==> src/sv/csdw_pkg.sv <==
`default_nettype none

package csdw_pkg;

   // Field widths.
   localparam int IDX_W    = 2;
   localparam int FREQ_W   = 28;
   localparam int XTAL_W   = 25;
   localparam int BYTE_W   = 8;

   // Serial divider: 30-bit dividend, 28-bit divisor, one quotient bit per cycle.
   localparam int DVD_W     = 30;
   localparam int DVS_W     = 28;
   localparam int DIV_CNT_W = $clog2(DVD_W);

   // Serial multiplier: multiplier bits consumed one per cycle.
   localparam int MCAND_W   = 30;
   localparam int MPLIER_W  = 10;
   localparam int MUL_CNT_W = $clog2(MPLIER_W);

   // Intermediate widths.
   localparam int QDIV_W    = 17;
   localparam int RSH_W     = 3;
   localparam int FRAC_SH   = 5;
   localparam int C_W       = XTAL_W - FRAC_SH;
   localparam int A_W       = 6;
   localparam int F_W       = 8;
   localparam int P1_W      = 18;
   localparam int P2_W      = 20;
   localparam int CNT_W     = 5;

   // Frequency limits and fixed values.
   localparam logic [DVD_W-1:0]  VCO_MAX_HZ = 30'd900000000;
   localparam logic [QDIV_W-1:0] DIV_MAX    = 17'd900;
   localparam logic [FREQ_W-1:0] FREQ_MIN   = 28'd8000;
   localparam logic [FREQ_W-1:0] FREQ_MAX   = 28'd225000000;
   localparam logic [FREQ_W-1:0] MOVE_LIMIT = 28'd10000;
   localparam logic [XTAL_W-1:0] XTAL_MIN   = 25'd20000000;
   localparam logic [XTAL_W-1:0] XTAL_RESET = 25'd27000000;
   localparam logic [QDIV_W-1:0] DIV_BY_FOUR = 17'd4;
   localparam logic [P1_W-1:0]   P1_OFFSET  = 18'd512;
   localparam logic [3:0]        MS_DIV4_CODE = 4'b1100;

   // Register map.
   localparam logic [BYTE_W-1:0] PLL_A_BASE  = 8'd26;
   localparam logic [BYTE_W-1:0] PLL_B_BASE  = 8'd34;
   localparam logic [BYTE_W-1:0] MS_BASE     = 8'd42;
   localparam logic [BYTE_W-1:0] RST_ADDR    = 8'd177;
   localparam logic [BYTE_W-1:0] RST_VALUE   = 8'hA0;
   localparam logic [IDX_W-1:0]  IDX_LAST    = 2'd2;

   // Write sequence positions.
   localparam logic [CNT_W-1:0]  WR_LAST_PLAIN = 5'd15;
   localparam logic [CNT_W-1:0]  WR_LAST_RST   = 5'd16;

   typedef enum logic [3:0] {
      ST_IDLE,
      ST_DIV_VCO,
      ST_RSCALE,
      ST_MUL_VCO,
      ST_DIV_XTAL,
      ST_DIV_FRAC,
      ST_MUL_P2,
      ST_FINISH,
      ST_EMIT
   } csdw_state_type;

   typedef struct packed {
      logic             start;
      logic [DVD_W-1:0] dividend;
      logic [DVS_W-1:0] divisor;
   } csdw_div_req_type;

   typedef struct packed {
      logic             done;
      logic [DVD_W-1:0] quotient;
      logic [DVS_W-1:0] remainder;
   } csdw_div_rsp_type;

   typedef struct packed {
      logic                start;
      logic [MCAND_W-1:0]  mcand;
      logic [MPLIER_W-1:0] mplier;
   } csdw_mul_req_type;

   typedef struct packed {
      logic               done;
      logic [MCAND_W-1:0] product;
   } csdw_mul_rsp_type;

endpackage

`default_nettype wire

==> src/sv/clock_synth_divider_writer_unit.sv <==
// Divider writer for a fractional-N clock synthesizer.
// A request on req_* (valid/ready) carries an output number and a target
// frequency in Hz. The block answers on rsp_* (valid/ready) with 16 register
// writes, PLL bytes and then multisynth bytes, plus a soft PLL reset write
// when one is due; rsp_last_write marks the final write of the request.
// csr_write_enable loads the crystal frequency register, with no wait.
// One request is worked on at a time. Before the first write the block runs
// three passes of the bit-serial divider, two passes of the shift-add
// multiplier, R-divider scaling, the reset decision and the load of the
// first write. The writes then leave at one per cycle, as long as the
// receiver keeps rsp_ready high.
// When the receiver holds rsp_ready low, the current write stays on the
// ports unchanged and the sequence pauses. req_ready rises again once the
// last write of the request sits in the output register.
// Synchronous reset returns the block to idle, drops any pending write,
// sets the crystal to 27 MHz and clears the stored reset frequency.
`default_nettype none

module clock_synth_divider_writer_unit import csdw_pkg::*; (
   input  logic              clock,
   input  logic              reset,
   input  logic              req_valid,
   output logic              req_ready,
   input  logic [IDX_W-1:0]  req_output_index,
   input  logic [FREQ_W-1:0] req_target_freq,
   output logic              rsp_valid,
   input  logic              rsp_ready,
   output logic [BYTE_W-1:0] rsp_reg_addr,
   output logic [BYTE_W-1:0] rsp_reg_value,
   output logic              rsp_last_write,
   input  logic              csr_write_enable,
   input  logic [XTAL_W-1:0] csr_write_data
);

   csdw_state_type      state_ff, state_in;
   logic                launch_ff, launch_in;
   logic [XTAL_W-1:0]   xtal_cfg_ff;
   logic [IDX_W-1:0]    idx_ff;
   logic [FREQ_W-1:0]   freq_ff;
   logic [XTAL_W-1:0]   xtal_ff;
   logic [QDIV_W-1:0]   div_ff;
   logic [RSH_W-1:0]    rsh_ff;
   logic [DVD_W-1:0]    fvco_ff;
   logic [A_W-1:0]      a_ff;
   logic [C_W-1:0]      b_ff;
   logic [F_W-1:0]      f_ff;
   logic [P1_W-1:0]     p1_ff;
   logic [P2_W-1:0]     p2_ff;
   logic                do_reset_ff;
   logic [FREQ_W-1:0]   last_reset_freq_ff;
   logic [CNT_W-1:0]    cnt_ff;
   logic                rsp_valid_ff;
   logic [BYTE_W-1:0]   rsp_addr_ff;
   logic [BYTE_W-1:0]   rsp_value_ff;
   logic                rsp_last_ff;

   csdw_div_req_type    div_req;
   csdw_div_rsp_type    div_rsp;
   csdw_mul_req_type    mul_req;
   csdw_mul_rsp_type    mul_rsp;

   logic                load_out;
   logic                last_sel;
   logic [FREQ_W-1:0]   freq_clamped;
   logic [XTAL_W-1:0]   xtal_clamped;
   logic [IDX_W-1:0]    idx_clamped;
   logic [C_W-1:0]      c_val;
   logic [P1_W-1:0]     ms_p1;
   logic                div_is_four;
   logic [FREQ_W-1:0]   move_dist;
   logic                at_vco_limit;
   logic [BYTE_W-1:0]   pll_base;
   logic [BYTE_W-1:0]   ms_base;
   logic [BYTE_W-1:0]   sel_addr;
   logic [BYTE_W-1:0]   sel_value;

   csdw_sdiv u_sdiv (
      .clock   (clock),
      .reset   (reset),
      .div_req (div_req),
      .div_rsp (div_rsp)
   );

   csdw_smul u_smul (
      .clock   (clock),
      .reset   (reset),
      .mul_req (mul_req),
      .mul_rsp (mul_rsp)
   );

   // Request clamping.
   always_comb begin
      if (req_target_freq < FREQ_MIN) begin
         freq_clamped = FREQ_MIN;
      end else if (req_target_freq > FREQ_MAX) begin
         freq_clamped = FREQ_MAX;
      end else begin
         freq_clamped = req_target_freq;
      end
      xtal_clamped = (xtal_cfg_ff < XTAL_MIN) ? XTAL_MIN : xtal_cfg_ff;
      idx_clamped  = (req_output_index > IDX_LAST) ? IDX_LAST : req_output_index;
   end

   // Derived values used by the reset decision, the write bytes and the unit operands.
   always_comb begin
      c_val        = xtal_ff[XTAL_W-1:FRAC_SH];
      ms_p1        = P1_W'({div_ff[MPLIER_W-1:0], 7'b0}) - P1_OFFSET;
      div_is_four  = (div_ff == DIV_BY_FOUR);
      move_dist    = (last_reset_freq_ff > freq_ff) ? (last_reset_freq_ff - freq_ff)
                                                    : (freq_ff - last_reset_freq_ff);
      at_vco_limit = ({1'b0, fvco_ff[DVD_W-1:3]} <= freq_ff);
      pll_base     = (idx_ff != '0) ? PLL_B_BASE : PLL_A_BASE;
      ms_base      = MS_BASE + {3'b0, idx_ff, 3'b0};
      last_sel     = (cnt_ff == (do_reset_ff ? WR_LAST_RST : WR_LAST_PLAIN));
   end

   // Next state.
   always_comb begin
      state_in = state_ff;
      case (state_ff)
         ST_IDLE: begin
            if (req_valid) state_in = ST_DIV_VCO;
         end
         ST_DIV_VCO: begin
            if (div_rsp.done) state_in = ST_RSCALE;
         end
         ST_RSCALE: begin
            if (div_ff <= DIV_MAX) state_in = ST_MUL_VCO;
         end
         ST_MUL_VCO: begin
            if (mul_rsp.done) state_in = ST_DIV_XTAL;
         end
         ST_DIV_XTAL: begin
            if (div_rsp.done) state_in = ST_DIV_FRAC;
         end
         ST_DIV_FRAC: begin
            if (div_rsp.done) state_in = ST_MUL_P2;
         end
         ST_MUL_P2: begin
            if (mul_rsp.done) state_in = ST_FINISH;
         end
         ST_FINISH: begin
            state_in = ST_EMIT;
         end
         ST_EMIT: begin
            if (load_out && last_sel) state_in = ST_IDLE;
         end
         default: begin
            state_in = ST_IDLE;
         end
      endcase
      launch_in = (state_in != state_ff);
   end

   // Outputs of the sequencer: handshakes and operands of the shared units.
   always_comb begin
      req_ready        = (state_ff == ST_IDLE);
      load_out         = (state_ff == ST_EMIT) && (!rsp_valid_ff || rsp_ready);
      div_req.start    = launch_ff && (state_ff inside {ST_DIV_VCO, ST_DIV_XTAL, ST_DIV_FRAC});
      mul_req.start    = launch_ff && (state_ff inside {ST_MUL_VCO, ST_MUL_P2});
      div_req.dividend = VCO_MAX_HZ;
      div_req.divisor  = freq_ff;
      mul_req.mcand    = MCAND_W'(freq_ff);
      mul_req.mplier   = div_ff[MPLIER_W-1:0];
      case (state_ff)
         ST_DIV_XTAL: begin
            div_req.dividend = fvco_ff;
            div_req.divisor  = DVS_W'(xtal_ff);
         end
         ST_DIV_FRAC: begin
            div_req.dividend = DVD_W'({b_ff, 7'b0});
            div_req.divisor  = DVS_W'(c_val);
         end
         ST_MUL_P2: begin
            mul_req.mcand  = MCAND_W'(c_val);
            mul_req.mplier = MPLIER_W'(f_ff);
         end
         default: begin
         end
      endcase
   end

   // Byte selection for the write sequence.
   always_comb begin
      if (cnt_ff[CNT_W-1]) begin
         sel_addr = RST_ADDR;
      end else if (cnt_ff[3]) begin
         sel_addr = ms_base + {5'b0, cnt_ff[2:0]};
      end else begin
         sel_addr = pll_base + {5'b0, cnt_ff[2:0]};
      end
      case (cnt_ff)
         5'd0:    sel_value = c_val[15:8];
         5'd1:    sel_value = c_val[7:0];
         5'd2:    sel_value = {6'b0, p1_ff[17:16]};
         5'd3:    sel_value = p1_ff[15:8];
         5'd4:    sel_value = p1_ff[7:0];
         5'd5:    sel_value = {c_val[19:16], p2_ff[19:16]};
         5'd6:    sel_value = p2_ff[15:8];
         5'd7:    sel_value = p2_ff[7:0];
         5'd9:    sel_value = 8'd1;
         5'd10:   sel_value = div_is_four ? {1'b0, rsh_ff, MS_DIV4_CODE}
                                          : {1'b0, rsh_ff, 2'b0, ms_p1[17:16]};
         5'd11:   sel_value = div_is_four ? 8'd0 : ms_p1[15:8];
         5'd12:   sel_value = div_is_four ? 8'd0 : ms_p1[7:0];
         5'd16:   sel_value = RST_VALUE;
         default: sel_value = 8'd0;
      endcase
   end

   // Control registers.
   always_ff @(posedge clock) begin
      if (reset) begin
         state_ff           <= ST_IDLE;
         launch_ff          <= 1'b0;
         xtal_cfg_ff        <= XTAL_RESET;
         last_reset_freq_ff <= '0;
         do_reset_ff        <= 1'b0;
         cnt_ff             <= '0;
         rsp_valid_ff       <= 1'b0;
      end else begin
         state_ff  <= state_in;
         launch_ff <= launch_in;
         if (csr_write_enable) begin
            xtal_cfg_ff <= csr_write_data;
         end
         // Soft reset decision, taken once per request.
         if (state_ff == ST_FINISH) begin
            cnt_ff <= '0;
            if (at_vco_limit) begin
               do_reset_ff <= 1'b1;
            end else if (move_dist > MOVE_LIMIT) begin
               do_reset_ff        <= 1'b1;
               last_reset_freq_ff <= freq_ff;
            end else begin
               do_reset_ff <= 1'b0;
            end
         end else if (load_out) begin
            cnt_ff <= cnt_ff + 1'b1;
         end
         // Output register valid.
         if (load_out) begin
            rsp_valid_ff <= 1'b1;
         end else if (rsp_ready) begin
            rsp_valid_ff <= 1'b0;
         end
      end
   end

   // Working registers of the calculation.
   always_ff @(posedge clock) begin
      if (req_valid && req_ready) begin
         idx_ff  <= idx_clamped;
         freq_ff <= freq_clamped;
         xtal_ff <= xtal_clamped;
         rsh_ff  <= '0;
      end
      if (state_ff == ST_DIV_VCO && div_rsp.done) begin
         div_ff <= div_rsp.quotient[QDIV_W-1:0];
      end
      // Halve the divider into the R stage until it fits, then make it even.
      if (state_ff == ST_RSCALE) begin
         if (div_ff > DIV_MAX) begin
            div_ff <= {1'b0, div_ff[QDIV_W-1:1]};
            rsh_ff <= rsh_ff + 1'b1;
         end else begin
            div_ff <= {div_ff[QDIV_W-1:1], 1'b0};
         end
      end
      if (state_ff == ST_MUL_VCO && mul_rsp.done) begin
         fvco_ff <= mul_rsp.product << rsh_ff;
      end
      if (state_ff == ST_DIV_XTAL && div_rsp.done) begin
         a_ff <= div_rsp.quotient[A_W-1:0];
         b_ff <= div_rsp.remainder[XTAL_W-1:FRAC_SH];
      end
      if (state_ff == ST_DIV_FRAC && div_rsp.done) begin
         f_ff <= div_rsp.quotient[F_W-1:0];
      end
      // Feedback terms p1 and p2, kept to the bits the registers carry.
      if (state_ff == ST_MUL_P2 && mul_rsp.done) begin
         p1_ff <= P1_W'({a_ff, 7'b0}) + P1_W'(f_ff) - P1_OFFSET;
         p2_ff <= {b_ff[P2_W-8:0], 7'b0} - mul_rsp.product[P2_W-1:0];
      end
      if (load_out) begin
         rsp_addr_ff  <= sel_addr;
         rsp_value_ff <= sel_value;
         rsp_last_ff  <= last_sel;
      end
   end

   assign rsp_valid      = rsp_valid_ff;
   assign rsp_reg_addr   = rsp_addr_ff;
   assign rsp_reg_value  = rsp_value_ff;
   assign rsp_last_write = rsp_last_ff;

endmodule

`default_nettype wire

==> src/sv/csdw_sdiv.sv <==
`default_nettype none

module csdw_sdiv import csdw_pkg::*; (
   input  logic             clock,
   input  logic             reset,
   input  csdw_div_req_type div_req,
   output csdw_div_rsp_type div_rsp
);

   logic [DVS_W-1:0]     rem_ff, rem_in;
   logic [DVD_W-1:0]     quo_ff, quo_in;
   logic [DVS_W-1:0]     dvs_ff;
   logic [DIV_CNT_W-1:0] cnt_ff;
   logic                 busy_ff;
   logic                 done_ff;
   logic [DVS_W:0]       trial;
   logic [DVS_W:0]       diff;
   logic                 fits;

   // One restoring step: bring down the next dividend bit and try the subtract.
   always_comb begin
      trial  = {rem_ff, quo_ff[DVD_W-1]};
      diff   = trial - {1'b0, dvs_ff};
      fits   = (trial >= {1'b0, dvs_ff});
      rem_in = fits ? diff[DVS_W-1:0] : trial[DVS_W-1:0];
      quo_in = {quo_ff[DVD_W-2:0], fits};
   end

   // Step control: one bit per cycle, done pulses once after the last bit.
   always_ff @(posedge clock) begin
      if (reset) begin
         busy_ff <= 1'b0;
         done_ff <= 1'b0;
         cnt_ff  <= '0;
      end else begin
         done_ff <= 1'b0;
         if (div_req.start) begin
            busy_ff <= 1'b1;
            cnt_ff  <= DIV_CNT_W'(DVD_W - 1);
         end else if (busy_ff) begin
            cnt_ff <= cnt_ff - 1'b1;
            if (cnt_ff == '0) begin
               busy_ff <= 1'b0;
               done_ff <= 1'b1;
            end
         end
      end
   end

   // Datapath shift registers.
   always_ff @(posedge clock) begin
      if (div_req.start) begin
         rem_ff <= '0;
         quo_ff <= div_req.dividend;
         dvs_ff <= div_req.divisor;
      end else if (busy_ff) begin
         rem_ff <= rem_in;
         quo_ff <= quo_in;
      end
   end

   assign div_rsp.done      = done_ff;
   assign div_rsp.quotient  = quo_ff;
   assign div_rsp.remainder = rem_ff;

endmodule

`default_nettype wire

==> src/sv/csdw_smul.sv <==
`default_nettype none

module csdw_smul import csdw_pkg::*; (
   input  logic             clock,
   input  logic             reset,
   input  csdw_mul_req_type mul_req,
   output csdw_mul_rsp_type mul_rsp
);

   logic [MCAND_W-1:0]   acc_ff;
   logic [MCAND_W-1:0]   mcand_ff;
   logic [MPLIER_W-1:0]  mplier_ff;
   logic [MUL_CNT_W-1:0] cnt_ff;
   logic                 busy_ff;
   logic                 done_ff;

   // Step control: one multiplier bit per cycle.
   always_ff @(posedge clock) begin
      if (reset) begin
         busy_ff <= 1'b0;
         done_ff <= 1'b0;
         cnt_ff  <= '0;
      end else begin
         done_ff <= 1'b0;
         if (mul_req.start) begin
            busy_ff <= 1'b1;
            cnt_ff  <= MUL_CNT_W'(MPLIER_W - 1);
         end else if (busy_ff) begin
            cnt_ff <= cnt_ff - 1'b1;
            if (cnt_ff == '0) begin
               busy_ff <= 1'b0;
               done_ff <= 1'b1;
            end
         end
      end
   end

   // Shift-and-add: the multiplicand moves left, the multiplier right.
   always_ff @(posedge clock) begin
      if (mul_req.start) begin
         acc_ff    <= '0;
         mcand_ff  <= mul_req.mcand;
         mplier_ff <= mul_req.mplier;
      end else if (busy_ff) begin
         if (mplier_ff[0]) begin
            acc_ff <= acc_ff + mcand_ff;
         end
         mcand_ff  <= {mcand_ff[MCAND_W-2:0], 1'b0};
         mplier_ff <= {1'b0, mplier_ff[MPLIER_W-1:1]};
      end
   end

   assign mul_rsp.done    = done_ff;
   assign mul_rsp.product = acc_ff;

endmodule

`default_nettype wire

==> config.mk <==
export PLATFORM = sky130hd
export DESIGN_NAME = clock_synth_divider_writer_unit
export DESIGN_NICKNAME = d
export VERILOG_FILES = /design/src/sv/csdw_pkg.sv /design/src/sv/clock_synth_divider_writer_unit.sv /design/src/sv/csdw_sdiv.sv /design/src/sv/csdw_smul.sv
export SDC_FILE = /design/constraint.sdc
export NUM_CORES = 1
export LEC_CHECK = 0
export ABC_CLOCK_PERIOD_IN_PS = 4550
export BUFFER_PORTS_ARGS = -buffer_cell sky130_fd_sc_hd__buf_2
export CELL_PAD_IN_SITES_DETAIL_PLACEMENT = 1
export CELL_PAD_IN_SITES_GLOBAL_PLACEMENT = 1
export CORE_MARGIN = 4
export CORE_UTILIZATION = 50
export DETAILED_ROUTE_END_ITERATION = 16
export MAX_ROUTING_LAYER = met4
export PLACE_DENSITY = 0.78
export REMOVE_ABC_BUFFERS = 1
export SLEW_MARGIN = 20
export SYNTH_ARGS = -nofsm -noshare
export SYNTH_HDL_FRONTEND = slang
export SYNTH_SLANG_ARGS = --single-unit
==> constraint.sdc <==
create_clock -name clock -period 4.55 [get_ports clock]
set_clock_uncertainty 0.1 [all_clocks]
set_input_delay 0.6825 -clock clock [delete_from_list [all_inputs] [get_ports clock]]
set_output_delay 0.6825 -clock clock [all_outputs]
set_load 0.02 [all_outputs]
[After elaboration in Yosys (flattened, before gate mapping)]
Index checks and enable logic that the tools add are counted.
Word-level totals
  register bits: 428
  word-level logic and storage cells: 171
  output and inout port bits: 19
  input bits: 60
Operators by class
  add/subtract/negate cells: 15
  eq/ne operators: 24
  multiplexer cells: 49
  reductions and logical operators: 32
  bitwise gates (word level): 3
  shift operators: 1
  magnitude comparators: 10
Operator list (number)
  two-way mux 30 bit: 4
  one-hot mux 58 bit (2 select lines): 1
  one-hot mux 8 bit (13 select lines): 1
  two-way mux 28 bit: 3
  subtractor 28 bit: 3
  two-way mux 17 bit: 3
  two-way mux 4 bit: 11
  two-way mux 38 bit: 1
  one-hot mux 4 bit (9 select lines): 1
  adder 30 bit: 1
  << shifter 30 x 3 -> 30 bit: 1
  >= comparator 29 x 28 -> 1 bit: 1
  > comparator 28 x 14 -> 1 bit, second input constant: 1
  > comparator 28 bit: 1
  > comparator 28 bit, second input constant: 1
  less-or-equal comparator 27 x 28 -> 1 bit: 1
  < comparator 28 x 13 -> 1 bit, second input constant: 1
  < comparator 25 bit, second input constant: 1
  two-way mux 8 bit: 3
  == test 5 x 3 -> 1 bit, second input constant: 4
  == test 5 x 4 -> 1 bit, second input constant: 4
  two-way mux 10 bit: 2
  subtractor 20 bit: 1
  subtractor 17 x 10 -> 18 bit, second input constant: 1
  other kinds (39): 82

[Logic depth before layout (Yosys ltp)]
Gate-level depths: netlist (run 1).
  depth in word-level cells: 7
  depth in mapped cells: 17

[By module]
From an unflattened synthesis (run 1), not the netlist that was laid out.
Second synthesis, totals
  cells, all modules: 2767
  area, all modules: 26930.8 um2
Modules (own cells, without submodules)
  clock_synth_divider_writer_unit: cells each 1786, instances 1, sequential area each 7006.7 um2, area each 17000.1 um2
  csdw_sdiv: cells each 530, instances 1, sequential area each 2442.3 um2, area each 5421.4 um2
  csdw_smul: cells each 451, instances 1, sequential area each 1921.8 um2, area each 4509.3 um2

[Least setup slack after synthesis (run 1)]
OpenSTA, ideal clock, no wires.
  kind: reg2reg
  start: reg state_ff[0]
  end: reg fvco_ff[0], enable pin
  required time: 3.995 ns
  arrival: 3.025 ns
  stages on the path, launching flop included: 5
  library setup time: 0.455 ns
  path buffers: 2
  path slack: 0.970 ns
  period minus slack after synthesis: 3.580 ns
  path through: dfxtp_1 -> clkbuf_1 -> clkbuf_1 -> nand3_1 -> nor3_1
Between the ends
  cells in the longest elaborated chain, start to end: 2
Ends and longest elaborated chain
  start: declaration: RTL line clock_synth_divider_writer_unit.sv:35  | csdw_state_type state_ff, state_in;
  start signal: assignment: RTL line clock_synth_divider_writer_unit.sv:222  | state_ff <= state_in;
  == test 4 x 2 -> 1 bit: RTL line clock_synth_divider_writer_unit.sv:270  | if (state_ff == ST_MUL_VCO && mul_rsp.done) begin
  logical AND 1 bit: RTL line clock_synth_divider_writer_unit.sv:270
  end signal: assignment: RTL line clock_synth_divider_writer_unit.sv:271  | fvco_ff <= mul_rsp.product << rsh_ff;
  end: declaration: RTL line clock_synth_divider_writer_unit.sv:43  | logic [DVD_W-1:0] fvco_ff;
No other way between the ends.
A chain may end at the register's enable or synchronous reset.

[Final worst setup path (run 1)]
  start: reg freq_ff[0]
  end: reg last_reset_freq_ff[1]
Between the ends
  cells in the longest elaborated chain, start to end: 4
  elaborated cells on any way between the ends: 8
  those cells by class: 2 x add/sub; 3 x order compare; 1 x mux; 1 x bitwise; 1 x reduce/logical
Ends and longest elaborated chain
  start: declaration: RTL line clock_synth_divider_writer_unit.sv:39  | logic [FREQ_W-1:0] freq_ff;
  start signal: assignment: RTL line clock_synth_divider_writer_unit.sv:254  | freq_ff <= freq_clamped;
  subtractor 28 bit, or another cell as far along: RTL line clock_synth_divider_writer_unit.sv:110  | : (freq_ff - last_reset_freq_ff);
  two-way mux 28 bit: RTL line clock_synth_divider_writer_unit.sv:109  | move_dist = (last_reset_freq_ff > freq_ff) ? (last_reset_freq_ff - freq_ff)
  > comparator 28 x 14 -> 1 bit: RTL line clock_synth_divider_writer_unit.sv:232  | end else if (move_dist > MOVE_LIMIT) begin
  AND reduction 3 bit (no line) *
  end signal: assignment: RTL line clock_synth_divider_writer_unit.sv:234  | last_reset_freq_ff <= freq_ff;
  end: declaration: RTL line clock_synth_divider_writer_unit.sv:50  | logic [FREQ_W-1:0] last_reset_freq_ff;
Mark *: on every way between the ends. The rest lies on a longest branch, timed or not.

==> results of run 1 <==
==> final cells by class <==
class	count	area [um2]
fillers	5819	22800
multi-input cells	2024	13800
flip-flops and latches	425	11400
clock buffers	73	1390
well taps	680	851
repair buffers	131	813
inverters	146	548
clock inverters	14	141
diodes	2	5.00
==> where the power goes <==
part,internal (mW),total (mW),switching (mW)
logic,1.02,2.56,1.54
registers,4.40,4.70,0.299
clock network,2.26,3.87,1.61
total,7.68,11.1,3.45
==> cells by family after synthesis <==
logic type                 synth area share
muxes                                0.0604
xor gates and xnor gates             0.0369
and+or+nand+nor                       0.168
other                              0.000143
adders and majority gates            0.0820
AOI/OAI and AO/OA                     0.175
buffers and inverters                0.0457
DFF                                   0.432
==> layout by cell type (no fill, tap or decap), drive strengths merged, types with 21 or more instances in the layout <==
master / n
xnor2: 72
nand3: 34
edfxtp: 286
buf: 131
nor2: 223
dfxtp: 139
o21ai: 146
and2: 37
mux2i: 107
nor3: 40
nand4: 37
a21oi: 243
nand2b: 88
inv: 145
a211oi: 33
ha: 166
nand2: 262
o31ai: 34
nor2b: 62
xor2: 39
a21o: 61
and3: 21
o21a: 22
clkbuf: 73
a31oi: 27
==> path summary, 6_finish.rpt <==
check,endpoint,slack [ns]
worst max-delay path,last_reset_freq_ff[1],0.22
worst min register to register,p1_ff[6],0.38
worst min-delay path,idx_ff[1],0.21
worst max register to register,last_reset_freq_ff[1],0.22
==> worst reg2reg max path: stages (launching register included) <==
cell and delay [ns]:
sky130_fd_sc_hd__edfxtp_1 0.36, sky130_fd_sc_hd__buf_4 0.18, sky130_fd_sc_hd__inv_1 0.06, sky130_fd_sc_hd__ha_1 0.22, sky130_fd_sc_hd__fa_1 0.42, sky130_fd_sc_hd__nand2b_1 0.20
sky130_fd_sc_hd__a211oi_1 0.35, sky130_fd_sc_hd__buf_4 0.21, sky130_fd_sc_hd__o21ai_1 0.11, sky130_fd_sc_hd__a21oi_2 0.28, sky130_fd_sc_hd__o31a_1 0.28, sky130_fd_sc_hd__a2111o_1 0.18
sky130_fd_sc_hd__o21ai_0 0.10, sky130_fd_sc_hd__mux2i_1 0.22, sky130_fd_sc_hd__nor3_2 0.11, sky130_fd_sc_hd__a41oi_4 0.37, sky130_fd_sc_hd__buf_12 0.25, sky130_fd_sc_hd__mux2i_1 0.27
==> layer usage <==
metal / up-vias / share of wire / GRT usage
met4: 0 / 0.048 / 0.132
met5: - / 0 / -
met2: 854 / 0.47 / 0.533
met1: 11000 / 0.41 / 0.412
li1: 9970 / - / -
met3: 218 / 0.066 / 0.0428
==> what timing repair did <==
action	CTS	global route
endpoints found under the setup margin	0	27
gates resized for setup	0	3
hold endpoints to repair	0	0
==> through the flow <==
stage	area (um2)	power, mW	setup slack, ns	hold WS, ns
floorplan	25700	6.44	-0.833	0.326
global placement	27400	7.11	0.172	0.347
detailed placement	27400	7.25	0.101	0.358
CTS	28900	11.1	0.0644	0.188
global route	28900	11.6	0.0154	0.194
finish	28900	11.1	0.215	0.208
==> sequential cells by signal (all words and copies together), names as in the netlist, 17 cells and up <==
| signal | flops |
|---|---|
| u_sdiv.rem_ff | 28 |
| b_ff | 20 |
| u_sdiv.quo_ff | 30 |
| u_smul.acc_ff | 30 |
| div_ff | 17 |
| last_reset_freq_ff | 28 |
| u_sdiv.dvs_ff | 28 |
| p2_ff | 20 |
| fvco_ff | 30 |
| freq_ff | 28 |
| xtal_ff | 25 |
| xtal_cfg_ff | 25 |
| u_smul.mcand_ff | 30 |
==> impl_metrics.toml, run 1 <==
[run_status]
run_status = "completed"

[placed_design]
detailedPlacementHpwl_um = 69500
port_buffers = 78
gp_congestion = 1.01
placed_cells_incl_taps = 3406

[detailed_routing]
route.vias.total = 22000
drt-wirelength-per-cell_um = 26.1
remaining_drc_errors = 0
first_iter_violations = 2096
detailedRoute.firstPassIterationCount = 8
antenna_violating_nets_remaining = 0
routed_wl_um = 91200
post_drt_via_cell_ratio = 6.30

[sta]
rsz_0062_raised_after_global_routing = "false"
setup-tns-final_ns = 0
setup-violations-final = 0
max_slew_headroom = 0.240
finalCriticalPeriod_ns = 4.33
timing.fmax_ghz = 0.231
worstMarginPinSlew_ns = 1.14
finalHoldViolCount = 0
final_max_slew_viol_count = 0
layout_worst_path_cycle_share = 0.953

[clock_tree]
cts_inserted_buffers = 48
hold_buffers = 0
htree_num_levels = 2
clk_latency_ns = 0.59
tritoncts_num_sinks = 425
cts_tree = "yes"
cts_setup_buffers = 0
ctsRootBufferMaster = "sky130_fd_sc_hd__clkbuf_16"
number_of_buffers_on_the_longest_clock_path = 3
clkSlewWorstSetupHoldPaths_ns = 0.06

[setup_path]
worst_ep_required_time_ns = 4.95
startpoint_type = "flop"
critical_path_cell_list = "buf_4 > inv_1 > ha_1 > fa_1 > nand2b_1 > a211oi_1 > buf_4 > o21ai_1 > a21oi_2 > o31a_1 > a2111o_1 > o21ai_0 > mux2i_1 > nor3_2 > a41oi_4 > buf_12 > mux2i_1"
timing.critical_path.buf_inv = 4
worstRegToRegCells = 17
critPathMaxFanout = 20
timing.critical_path.max_delay_family = "compound AO/OA/AOI/OAI gates"
critical_path_arrival_ns = 4.73
crit_end_category = "flop"
crit_path_slowest_cell = "sky130_fd_sc_hd__fa_1"
critical_path_cell_count = 17
r2r_start = "freq_ff[0]"
startpoint = "freq_ff[0]"
ws_path_type = "flop to flop"
critPathMaxStageDelay_ns = 0.42

[yosys]
yosysSeqAreaShare = 0.432
ys_seq_elements = 425
async_flop_share = 0
avgSynthCellArea_um2 = 9.59
synthCells = 2743
synth_top_area_share = 0.326
synth_cell_types = 93
yosys.area.top_type = "sky130_fd_sc_hd__edfxtp_1"
post_synth_main_area_contributors = "sky130_fd_sc_hd__edfxtp_1 (33%), sky130_fd_sc_hd__dfxtp_1 (11%), sky130_fd_sc_hd__ha_1 (7.9%), sky130_fd_sc_hd__a21oi_1 (4.5%), sky130_fd_sc_hd__mux2i_1 (4.1%)"
predominant_post_synthesis_flop_cell = "sky130_fd_sc_hd__edfxtp_1"
post-synth-top-count-cell = "sky130_fd_sc_hd__edfxtp_1"
yosys-top-cells-count = "sky130_fd_sc_hd__edfxtp_1 (286), sky130_fd_sc_hd__nand2_1 (262), sky130_fd_sc_hd__a21oi_1 (239), sky130_fd_sc_hd__nor2_1 (222), sky130_fd_sc_hd__ha_1 (166)"
netlist_area_um2 = 26300
synth-edff-count = 286
yosysWarningCount = 0

[floorplan]
die_width_um = 237
die_y_um = 237
floorplan.die_area_um2 = 56400
io_pins = 79
initial_core_util = 0.509
site_rows = 83
core_area_um2 = 51700

[grt]
grt_start_max_net_pins = 75
globalRouteTotalUtil = 0.326
global_route_wire_length_before_repair_um = 139000
globalRouteOverflowTotal = 0
grt_pass1_vias = 23000
grt_antenna_before_repair = 6

[pwr]
cellLeakagePower_nw = 11.4
powerDensity_nw_per_um2 = 385
vdd_drop_max_v = 0.000281

[cells_and_area]
non_filler_cells_in_the_finished_layout = 3495
final_layout_size_suffix_gt1_frac = 0.105
areaGrowthSynthToFinish_pct = 9.99
final_util = 0.560
fin_nets = 3006

[hold_path]
timing.hold.worst.start = "req_output_index[1]"
min_delay_path_depth = 1
hold_path_class = "primary input to flop"

[run]
maxCapViolations = 0
(Power assumes the default switching activity.)
==> run 2: changes to the inputs <==
RECOVER_POWER = 50   (was not set)
==> run 2 against run 1 <==
Compared with the run above:
- the run now ends with capacitance limit, slew limit left
- critical path depth shrank 13
- register-to-register slack lost 0.02 ns
- fmax fell by 0.56%
- first-iteration DRC count grew 6.3%
- flip-flop and latch count unchanged
- non-clock buffer count unchanged
- cell count about the same
- clock-buffer cell count unchanged
- sequential power is essentially flat
- via count is 0.17% higher
- core utilization is 0.16 points lower
==> impl_metrics.toml, run 2 (synthesis gave the netlist of run 1 again) <==
[sta]
max_slew_headroom = -0.526
worstMarginPinSlew_ns = 2.29
timing.fmax_ghz = 0.229
final_max_slew_viol_count = 447
setup-violations-final = 0
rsz_0062_raised_after_global_routing = "false"
finalCriticalPeriod_ns = 4.36
finalHoldViolCount = 0
layout_worst_path_cycle_share = 0.958

[floorplan]
core_area_um2 = 51700
die_width_um = 237
io_pins = 79
site_rows = 83
die_y_um = 237
floorplan.die_area_um2 = 56400
initial_core_util = 0.509

[clock_tree]
cts_setup_buffers = 0
tritoncts_num_sinks = 425
number_of_buffers_on_the_longest_clock_path = 3
clkSlewWorstSetupHoldPaths_ns = 0.06
cts_inserted_buffers = 48
hold_buffers = 0
cts_tree = "yes"
htree_num_levels = 2
post_cts_resized = 0
ctsRootBufferMaster = "sky130_fd_sc_hd__clkbuf_16"
clk_latency_ns = 0.59

[pwr]
internal_portion_of_total_power_mw = 7.69
seqPwrFrac = 0.422
comb_power_share = 0.230
share_of_power_burned_in_the_clock_network = 0.348
vdd_drop_max_v = 0.000282
p_sw_mw = 3.44
cellLeakagePower_nw = 11.3
power_switching_share = 0.309
powerDensity_nw_per_um2 = 386

[placed_design]
port_buffers = 78
detailedPlacementHpwl_um = 69500
dpl_cell_area_um2 = 27400
gp_congestion = 1.01
placed_cells_incl_taps = 3406

[setup_path]
critPathMaxStageDelay_ns = 1.42
worst_ep_required_time_ns = 4.65
crit_path_slowest_cell = "sky130_fd_sc_hd__clkbuf_1"
startpoint_type = "flop"
critPathMaxFanout = 34
timing.critical_path.max_delay_family = "buffers and inverters"
critical_path_arrival_ns = 4.46
r2r_start = "state_ff[2]"
crit_end_category = "flop"
timing.critical_path.buf_inv = 1
startpoint = "state_ff[2]"
ws_path_type = "flop to flop"
critical_path_cell_list = "nand2b_1 > nor2_1 > clkbuf_1 > o21ai_0"

[hold_path]
hold_path_class = "primary input to flop"
timing.hold.worst.start = "csr_write_data[23]"

[cells_and_area]
non_filler_cells_in_the_finished_layout = 3496
areaGrowthSynthToFinish_pct = 9.67
finish.instance_area_um2 = 28900
layout.cells.most_common_list = "sky130_fd_sc_hd__edfxtp_1 (286), sky130_fd_sc_hd__nand2_1 (262), sky130_fd_sc_hd__a21oi_1 (237)"
layout_commonest_cell = "sky130_fd_sc_hd__edfxtp_1"
fin_nets = 3006
final_layout_size_suffix_gt1_frac = 0.0896
final_util = 0.558
num-fill-cells = 5836

[detailed_routing]
route.vias.total = 22100
post_drt_via_cell_ratio = 6.31
first_iter_violations = 2227
drt-wirelength-per-cell_um = 26.1
routed_wl_um = 91300
remaining_drc_errors = 0
detailedRoute.firstPassIterationCount = 7
antenna_violating_nets_remaining = 0

[grt]
grt_pass1_vias = 23000
grt_start_max_net_pins = 75
grt_antenna_before_repair = 6
global_route_wire_length_before_repair_um = 139000
globalRouteTotalUtil = 0.326
globalRouteOverflowTotal = 0

[run_status]
run_status = "finished with violations"
failing_checks = "capacitance limit, slew limit"

[run]
maxCapViolations = 10
-- run 2: power by group through the flow --
stage                     sequential [mW]  combinational [mW]  clock (mW)
after floorplan                      4.65                1.79           0
after global placement               4.75                2.36           0
after global routing                 4.72                2.82        4.07
after detailed placement             4.77                2.49           0
after CTS                            4.69                2.53        3.90
final                                4.70                2.56        3.87
-- run 2: worst paths after layout --
path                        to  slack (ns)  cells after the start
max          u_sdiv.dvs_ff[20]        0.19                      4
max reg2reg  u_sdiv.dvs_ff[20]        0.19                      4
min reg2reg           p1_ff[6]        0.37                      0
min            xtal_cfg_ff[23]        0.21                      2
-- run 2: worst register-to-register path: cells and delay by family (launching register included) --
family	cells	cell delay, ns
buffers and inverters	1	1.43
and+or+nand+nor	2	1.30
DFF	1	0.67
AOI/OAI and AO/OA	1	0.50
-- run 2: per-stage QoR --
stage	TNS [ns]	total power [mW]	setup WS, ns	hold slack, ns
6_report	0	11.1	0.191	0.211
5_1_grt	0	11.6	0.0154	0.201
4_1_cts	0	11.1	0.0644	0.188
3_5_place_dp	0	7.25	0.101	0.358
3_3_place_gp	0	7.11	0.172	0.347
2_1_floorplan	-78.01	6.44	-0.833	0.326
-- run 2: final cells by class --
type	instances	area (um2)	area share
clock inverters	14	141	0.00490
multi-input cells	2024	13800	0.478
inverters	146	548	0.0190
flip-flops and latches	425	11400	0.394
clock buffers	73	1390	0.0480
repair buffers	131	751	0.0260
diodes	3	7.51	0.000260
well taps	680	851	0.0295
-- run 2: layer usage --
layer	GRT usage	wire, um	part of all wire
met5	-	0	0
met2	0.533	43300	0.47
met1	0.412	37700	0.41
met4	0.132	4230	0.046
met3	0.0428	6030	0.066
